File: src/rtl/ist_pkg.sv
`timescale 1ns / 1ps
package ist_pkg;

  localparam int unsigned MaxIntervals = 64;
  localparam int unsigned CoordBits    = 32;
  localparam int unsigned FieldW       = 32;
  localparam int unsigned UsedW        = 7;

  typedef enum logic [1:0] {
    KIND_ADD    = 2'd0,
    KIND_REMOVE = 2'd1,
    KIND_QUERY  = 2'd2,
    KIND_RSVD   = 2'd3
  } kind_e;

  typedef enum logic [1:0] {
    ST_OK      = 2'd0,
    ST_FULL    = 2'd1,
    ST_INVALID = 2'd2
  } status_e;

  typedef enum logic [1:0] {
    OP_ADD,
    OP_REMOVE,
    OP_QUERY,
    OP_INVALID
  } op_e;

  typedef struct packed {
    logic valid;
    op_e  op;
  } cmd_ctl_t;

endpackage

File: src/rtl/ist_if.sv
`timescale 1ns / 1ps
interface ist_req_if;
  logic                        valid;
  logic                        ready;
  logic [1:0]                  kind;
  logic [ist_pkg::FieldW-1:0]  range_left;
  logic [ist_pkg::FieldW-1:0]  range_right;
  modport source(output valid, kind, range_left, range_right, input ready);
  modport sink(input valid, kind, range_left, range_right, output ready);
endinterface


File: src/rtl/ist_front.sv
`timescale 1ns / 1ps
module ist_front #(
  parameter int unsigned CoordBits = ist_pkg::CoordBits
) (
  input  logic                  clk_i,
  input  logic                  rst_ni,
  ist_req_if.sink               req_i,
  output ist_pkg::cmd_ctl_t     cmd_o,
  input  logic                  cmd_ready_i,
  output logic [CoordBits-1:0]  cmd_lo_o,
  output logic [CoordBits-1:0]  cmd_hi_o
);
  import ist_pkg::*;

  localparam int unsigned QDepth = 2;
  localparam int unsigned FillW  = $clog2(QDepth + 1);

  logic [CoordBits-1:0] lo, hi;
  op_e                  op;
  op_e                  op_q [QDepth];
  logic [CoordBits-1:0] lo_q [QDepth];
  logic [CoordBits-1:0] hi_q [QDepth];
  logic                 wr_ptr_q, wr_ptr_d, rd_ptr_q, rd_ptr_d;
  logic [FillW-1:0]     fill_q, fill_d;
  logic                 push, pop;

  assign lo = CoordBits'(req_i.range_left);
  assign hi = CoordBits'(req_i.range_right);

  always_comb begin
    if (req_i.kind == KIND_RSVD || lo >= hi) begin
      op = OP_INVALID;
    end else begin
      case (req_i.kind)
        KIND_ADD:    op = OP_ADD;
        KIND_REMOVE: op = OP_REMOVE;
        KIND_QUERY:  op = OP_QUERY;
        default:     op = OP_INVALID;
      endcase
    end
  end

  assign req_i.ready = (fill_q != FillW'(QDepth));
  assign push        = req_i.valid && req_i.ready;
  assign pop         = cmd_o.valid && cmd_ready_i;

  assign cmd_o.valid = (fill_q != '0);
  assign cmd_o.op    = op_q[rd_ptr_q];
  assign cmd_lo_o    = lo_q[rd_ptr_q];
  assign cmd_hi_o    = hi_q[rd_ptr_q];

  always_ff @(posedge clk_i) begin
    if (push) begin
      op_q[wr_ptr_q] <= op;
      lo_q[wr_ptr_q] <= lo;
      hi_q[wr_ptr_q] <= hi;
    end
  end

  always_comb begin
    wr_ptr_d = push ? ~wr_ptr_q : wr_ptr_q;
    rd_ptr_d = pop ? ~rd_ptr_q : rd_ptr_q;
    fill_d   = fill_q;
    if (push && !pop) fill_d = fill_q + FillW'(1);
    if (pop && !push) fill_d = fill_q - FillW'(1);
  end

  always_ff @(posedge clk_i or negedge rst_ni) begin
    if (!rst_ni) begin
      wr_ptr_q <= 1'b0;
      rd_ptr_q <= 1'b0;
      fill_q   <= '0;
    end else begin
      wr_ptr_q <= wr_ptr_d;
      rd_ptr_q <= rd_ptr_d;
      fill_q   <= fill_d;
    end
  end

endmodule

File: src/flat_wrapper.sv
// flat-port wrapper written by rule: the top's interface ports become plain ports
module ist_front_flat import ist_pkg::*;
#(
  parameter int unsigned CoordBits = ist_pkg::CoordBits
)
  (clk_i, rst_ni, cmd_o, cmd_ready_i, cmd_lo_o, cmd_hi_o, req_i_valid, req_i_kind, req_i_range_left, req_i_range_right, req_i_ready);
  ist_req_if req_i_i ();
  input  logic clk_i;
  input  logic rst_ni;
  output ist_pkg::cmd_ctl_t cmd_o;
  input  logic cmd_ready_i;
  output logic [CoordBits-1:0] cmd_lo_o;
  output logic [CoordBits-1:0] cmd_hi_o;
  input wire logic [$bits(req_i_i.valid)-1:0] req_i_valid;
  input wire logic [$bits(req_i_i.kind)-1:0] req_i_kind;
  input wire logic [$bits(req_i_i.range_left)-1:0] req_i_range_left;
  input wire logic [$bits(req_i_i.range_right)-1:0] req_i_range_right;
  output wire logic [$bits(req_i_i.ready)-1:0] req_i_ready;
  assign req_i_i.valid = req_i_valid;
  assign req_i_i.kind = req_i_kind;
  assign req_i_i.range_left = req_i_range_left;
  assign req_i_i.range_right = req_i_range_right;
  assign req_i_ready = req_i_i.ready;
  ist_front #(.CoordBits(CoordBits)) u_core (.clk_i(clk_i), .rst_ni(rst_ni), .req_i(req_i_i), .cmd_o(cmd_o), .cmd_ready_i(cmd_ready_i), .cmd_lo_o(cmd_lo_o), .cmd_hi_o(cmd_hi_o));
endmodule
File: config.mk
export PLATFORM = sky130hd
export DESIGN_NAME = ist_front_flat
export DESIGN_NICKNAME = d
export VERILOG_FILES = /design/src/rtl/ist_pkg.sv /design/src/rtl/ist_if.sv /design/src/rtl/ist_front.sv /design/src/flat_wrapper.sv
export SDC_FILE = /design/constraint.sdc
export NUM_CORES = 1
export LEC_CHECK = 0
export BUFFER_PORTS_ARGS = -buffer_cell sky130_fd_sc_hd__buf_2
export CAP_MARGIN = 30
export CORE_MARGIN = 5
export CORE_UTILIZATION = 48
export DETAILED_ROUTE_END_ITERATION = 10
export GPL_TIMING_DRIVEN = 0
export PLACE_DENSITY = 0.77
export SLEW_MARGIN = 25
export SYNTH_ARGS = -nofsm -noshare
export SYNTH_HDL_FRONTEND = slang
export SYNTH_SLANG_ARGS = --single-unit
File: constraint.sdc
create_clock -name clk_i -period 4 [get_ports clk_i]
set_clock_uncertainty 0.15 [all_clocks]
set_input_delay 0.2 -clock clk_i [delete_from_list [all_inputs] [get_ports clk_i]]
set_output_delay 0.2 -clock clk_i [all_outputs]
set_load 0.01 [all_outputs]
==> impl_metrics.csv, run 1 <==
group,metric,value,unit
outcome,outcome,"finished clean",
layout,utilization,0.6730,
logic_synthesis,syn_nets,438,
placed_design,dpl_cell_area,0.006681,mm2
sta,period_minus_slack,2831,ps
detailed_routing,routed.top_layer,"met4",
clock_network,cts_tree,"yes",
clock_network,root_buffer,"clkbuf_16",
global_route,grt_pass1_vias,4023,
sta,hold_viol,0,
logic_synthesis,mappedNetlistArea,0.005739,mm2
placed_design,place_congestion,0.7642,
detailed_routing,wl_met2,6685,um
critical_path,start_kind,"flop",
clock_network,cts_inserted_buffers,17,
sta,worstMarginPinSlew,724.7,ps
clock_network,clk_latency,410,ps
logic_synthesis,ys_seq_area_frac,0.7081,
logic_synthesis,ys_warn_count,0,
pwr,p_leak,3.227,nW
logic_synthesis,synth_cell_types,30,
logic_synthesis,syn_inst,335,
sta,max_freq,353.2,MHz
logic_synthesis,ys_async_sr_fraction,0.02941,
detailed_routing,drc,0,
detailed_routing,wire_per_inst,17.41,um
run,cap_viol_max_count,0,
detailed_routing,postRouteAntennaNets,0,
layout,design_area,0.007983,mm2
detailed_routing,routed_wl,12590,um
placed_design,placedCellCount,622,
sta,slew_violations,0,
die,die_h,119.3,um
die,die_area,0.01424,mm2
logic_synthesis,syn_avg_cell_area,17.13,um2
layout,synthToLayoutAreaGrowth,39.09,%
layout,finalNetCount,666,
detailed_routing,drt-met1-wl,5081,um
pwr,ir_worst_vdd,0.0003587,V
logic_synthesis,synth_edf_count,132,
logic_synthesis,synthTopCellsByArea,"edfxtp_1 (69%), mux2_2 (13%), ha_1 (7.2%), inv_1 (2.1%), dfrtp_1 (1.7%)",
critical_path,worstSetupPathType,"reg2out",
clock_network,cts_htree_levels,4,
clock_network,ctsResizeCount,0,
critical_path,crit_required,3650,ps
global_route,track_usage,0.1849,
global_route,grt_first_pass_wirelength,20330,um
layout,drive_gt1_frac,0.4167,
clock_network,post_cts_buffers,0,
clock_network,clock-sinks,136,
die,start_util,0.4839,
global_route,antenna_found_initial,0,
critical_path,end_kind,"output port",
die,die_x,119.3,um
logic_synthesis,synth-seq-cells,136,
sta,hold_slack,42.09,ps
global_route,grt_max_degree,35,
clock_network,clk_pin_slew_worst_paths,60,ps
detailed_routing,drt-pass1-iter-count,5,
logic_synthesis,netlist.area_leader.share,0.6906,
global_route,overflow,0,
critical_path,cp_max_fo,10,
clock_network,clockBufferDepth,2,
sta,min_period_over_period,0.7077,
sta,setup_viol,0,
detailed_routing,dr_wl_met3,604,um
detailed_routing,avgViaCountPerCell,5.012,
logic_synthesis,synth_area_leader_cell,"edfxtp_1",
sta,relSlewSlack,0.5157,
pwr,power_density,649.5,mW/mm2
die,io_pins,138,
die,core-area,0.01186,mm2
critical_path,worstPathArrival,2480,ps
die,num_rows,40,
placed_design,io_buffer_count,137,
detailed_routing,drt-initial-drc-count,221,
layout,antenna_cells,0,
placed_design,hpwlAfterDp,8228,um
sta,fin_tns_setup,0,ps
layout,final_common_cell,"buf_2",
min_path,worstHoldPathType,"in2reg",
layout,final_cell_mix,"buf_2 (137), edfxtp_1 (132), dlygate4sd3_1 (69)",
logic_synthesis,ys.flop_type,"edfxtp_1",
clock_network,hold_buffers,69,
sta,rsz0062_at_grt,"no",
layout,stdcell_count,723,
detailed_routing,via_count,3624,
## final timing paths
kind | start | cells after the start | slack [ps] | endpoint
worst max-delay path | u_core.rd_ptr_q | 4 | 1170 | cmd_hi_o[8]
worst min-delay path | req_i_valid | 3 | 40 | u_core.wr_ptr_q
worst max register to register | u_core.fill_q[0] | 4 | 1950 | u_core.lo_q[0][5]
worst min register to register | u_core.fill_q[1] | 1 | 350 | u_core.fill_q[1]
max in group asynchronous | rst_ni | 3 | 3000 | u_core.wr_ptr_q
min in group asynchronous | rst_ni | 3 | 530 | u_core.fill_q[1]
## cells by family after synthesis
group                    count (synthesis)  synth area share
AO/OA/AOI/OAI                           23           0.02464
XOR/XNOR                                 5          0.007632
adder cells (fa/ha/maj)                 33           0.07194
buffers and inverters                   39           0.02551
flip-flops                             136            0.7081
multiplexers                            66            0.1295
AND/OR/NAND/NOR                         33           0.03270
## cells in the mapped netlist, types with 2 or more instances
| library cell | number |
|---|---|
| nand2b_1 | 3 |
| xor2_1 | 2 |
| or4b_1 | 3 |
| buf_1 | 3 |
| nand4_1 | 4 |
| dfrtp_1 | 4 |
| nor2_1 | 6 |
| inv_1 | 32 |
| edfxtp_1 | 132 |
| clkbuf_1 | 4 |
| mux2_2 | 66 |
| a211oi_1 | 3 |
| nand2_1 | 10 |
| o21ai_0 | 3 |
| a21oi_1 | 11 |
| ha_1 | 33 |
| xnor2_1 | 3 |
## per-layer routing
metal / track usage / vias up
met5: 0 / -
met4: 0.06013 / 0
met3: 0.05556 / 19
met2: 0.3285 / 95
met1: 0.2135 / 1781
li1: - / 1729
## report_power, final
| group | switching (mW) | total [mW] | leakage, nW | internal, mW |
|---|---|---|---|---|
| Clock | 0.578 | 1.61 | 0.298 | 1.04 |
| Sequential | 0.0880 | 2.04 | 1.27 | 1.95 |
| Combinational | 0.826 | 1.54 | 1.66 | 0.709 |
| Total | 1.49 | 5.18 | 3.23 | 3.69 |
## registers in the layout, summed over array words and instances, names as in the netlist
register         flops
u_core.hi_q         64
u_core.lo_q         64
u_core.op_q          4
u_core.fill_q        2
u_core.rd_ptr_q      1
u_core.wr_ptr_q      1
## worst max-delay path, stage by stage, from the launching register on
cell      delay (ps)
dfrtp_1          420
clkbuf_1         490
clkbuf_1         590
mux2_2           410
buf_2            150
## metrics by stage
stage / total power, mW / worst slack, ps
2_1_floorplan: 2.951 / 999.7
5_1_grt: 5.436 / 1008
3_5_place_dp: 3.557 / 1424
4_1_cts: 5.225 / 1098
3_3_place_gp: 3.497 / 67.93
6_report: 5.185 / 1169
## final cells by class
class | count | area, um2
Tap cell | 147 | 183.9
Sequential cell | 136 | 4064
Timing Repair Buffer | 209 | 1436
Multi-Input combinational cell | 160 | 1541
Fill cell | 825 | 3879
Inverter | 32 | 120.1
Clock buffer | 18 | 429.2
Buffer | 7 | 26.28
Clock inverter | 14 | 181.4
Power figures use the tool's default switching activity.
==> inputs of run 2 (changes only) <==
==> constraint.sdc (replaced) <==
create_clock -name clk_i -period 2.3 [get_ports clk_i]
set_clock_uncertainty 0.15 [all_clocks]
set_input_delay 0.115 -clock clk_i [delete_from_list [all_inputs] [get_ports clk_i]]
set_output_delay 0.115 -clock clk_i [all_outputs]
set_load 0.01 [all_outputs]
==> run 2 against run 1 <==
Against the previous run:
- design area is 2.1% higher
- utilization is 1.4 points higher
- sequential cell count stayed put
- critical endpoint is now u_core.op_q[1][1]
- register-to-register slack worse by 1700 ps
- routed wire length is 2.9% higher
==> impl_metrics.csv, run 2 (same netlist as run 1, synthesis figures left out) <==
group,metric,value,unit
outcome,outcome,"finished clean",
layout,utilization,0.6870,
detailed_routing,wire_per_inst,17.82,um
global_route,grt_max_degree,36,
clock_network,cts_htree_levels,4,
detailed_routing,drt-initial-drc-count,201,
sta,setup_viol,0,
pwr,intPower,6.609,mW
critical_path,critPathMaxStageDelay,530,ps
critical_path,r2r-end,"u_core.hi_q[0][5]",
sta,hold_slack,288.6,ps
pwr,power_frac_seq,0.384,
global_route,antenna_found_initial,0,
layout,reg_top3,"u_core.hi_q x64, u_core.lo_q x64, u_core.op_q x4",
critical_path,worstPathCellList,"dlygate4sd3_1 > buf_2 > inv_1 > ha_4 > a21oi_1 > nand2_1 > a221oi_2 > o31ai_2 > or4b_1",
critical_path,r2r.worst_path.cells,5,
pwr,power_density,1133,mW/mm2
global_route,overflow,0,
sta,slew_violations,0,
pwr,ir_worst_vdd,0.0006194,V
placed_design,dpl_cell_area,0.006716,mm2
pwr,finalPower,9.230,mW
layout,synthToLayoutAreaGrowth,41.99,%
layout,final_common_cell,"buf_2",
critical_path,cp_max_fo,3,
clock_network,clk_latency,410,ps
layout,antenna_cells,0,
placed_design,place_ws,-147.3,ps
clock_network,clock-sinks,136,
die,num_rows,40,
clock_network,cts_inserted_buffers,17,
critical_path,start_kind,"primary input",
critical_path,crit_required,2300,ps
sta,worstMarginPinSlew,620.3,ps
pwr,pwr-share-clk,0.313,
critical_path,regToRegStartpoint,"u_core.fill_q[0]",
critical_path,worstPathArrival,2290,ps
placed_design,place_congestion,0.7591,
sta,min_period_over_period,0.9966,
run,cap_viol_max_count,0,
critical_path,r2r_slack,280,ps
placed_design,placedCellCount,623,
placed_design,hpwlAfterDp,8455,um
critical_path,cp_slowest_cell,"dlygate4sd3_1",
layout,final_cell_mix,"buf_2 (137), edfxtp_1 (132), dlygate4sd3_1 (70)",
clock_network,clockBufferDepth,2,
pwr,p_leak,3.290,nW
min_path,worstHoldPathType,"in2reg",
pwr,p_sw_frac,0.2840,
critical_path,worstSetupPathType,"in2reg",
detailed_routing,avgViaCountPerCell,5.074,
detailed_routing,drt-pass1-iter-count,7,
die,core-area,0.01186,mm2
global_route,track_usage,0.1866,
sta,fin_tns_setup,0,ps
clock_network,clk_pin_slew_worst_paths,60,ps
die,die_x,119.3,um
min_path,hold_depth,2,
sta,setup_ws,7.843,ps
die,io_pins,138,
global_route,grt_pass1_vias,4068,
clock_network,root_buffer,"clkbuf_16",
sta,hold_viol,0,
pwr,pwr-share-comb,0.303,
layout,stdcell_count,727,
sta,max_freq,436.3,MHz
detailed_routing,routed_wl,12960,um
detailed_routing,drc,0,
pwr,switching_power,2.622,mW
sta,relSlewSlack,0.5865,
critical_path,worstSetupEndpoint,"u_core.op_q[1][1]",
global_route,grt_first_pass_wirelength,20150,um
clock_network,cts_tree,"yes",
critical_path,crit_start,"req_i_range_right[30]",
placed_design,io_buffer_count,137,
sta,period_minus_slack,2292,ps
die,die_h,119.3,um
critical_path,end_kind,"flop",
detailed_routing,postRouteAntennaNets,0,
layout,drive_gt1_frac,0.4448,
die,die_area,0.01424,mm2
layout,design_area,0.008149,mm2
die,start_util,0.4839,
layout,finalNetCount,670,
detailed_routing,via_count,3689,
-- run 2: cell count changes in the layout (fill, tap and decap cells not counted), moves of 3 or more --
cell        change
clkbuf_1        -5
clkbuf_4        +4
clkinv_2        -4
a211oi_1        -3
a211oi_2        +3
clkinv_1        +3
clkinvlp_4      +3
-- run 2: worst min-delay path by stage --
stage / start / end
finish: req_i_range_right[3] / u_core.hi_q[0][3]
global placement: rst_ni / u_core.rd_ptr_q
CTS: req_i_range_left[2] / u_core.lo_q[0][2]
detailed placement: rst_ni / u_core.wr_ptr_q
global route: req_i_range_right[25] / u_core.hi_q[1][25]
floorplan: rst_ni / u_core.fill_q[0]
-- run 2: cell type report --
cell class / instances / area (um2)
clock buffers: 17 / 425.4
plain buffers: 7 / 43.79
fillers: 775 / 3712
multi-input cells: 160 / 1608
repair buffers: 213 / 1496
clock inverters: 15 / 207.7
well taps: 147 / 183.9
inverters: 32 / 120.1
flip-flops and latches: 136 / 4064
-- run 2: critical path, delay by kind of cell --
| family | cells | cell delay (ps) |
|---|---|---|
| AOI/OAI and AO/OA | 3 | 550 |
| adders and majority gates | 1 | 220 |
| buffers and inverters | 3 | 750 |
| and+or+nand+nor | 2 | 640 |
-- run 2: what timing repair did --
action / 4_1_cts / 5_1_grt
buffers inserted: 0 / 2
gates resized for setup: 7 / 18
endpoints found under the hold margin: 138 / 0
setup endpoints to repair: 30 / 37
hold buffers: 70 / 0
pin swaps: 0 / 6
-- run 2: power groups by stage --
stage | clock, mW | sequential (mW) | combinational [mW]
2_1_floorplan | 0 | 3.54 | 1.58
3_3_place_gp | 0 | 3.58 | 2.47
3_5_place_dp | 0 | 3.59 | 2.66
4_1_cts | 2.93 | 3.54 | 2.79
5_1_grt | 3.05 | 3.58 | 3.02
6_report | 2.89 | 3.54 | 2.80
-- run 2: layer usage --
| layer | global-route usage | part of all wire | routed length (um) | up-vias |
|---|---|---|---|---|
| met5 | 0 | 0 | 0 | - |
| met4 | 0.07301 | 0.020 | 253 | 0 |
| met3 | 0.05745 | 0.051 | 666 | 19 |
| met2 | 0.3377 | 0.54 | 6940 | 100 |
| met1 | 0.2035 | 0.39 | 5098 | 1822 |
| li1 | - | - | - | 1748 |
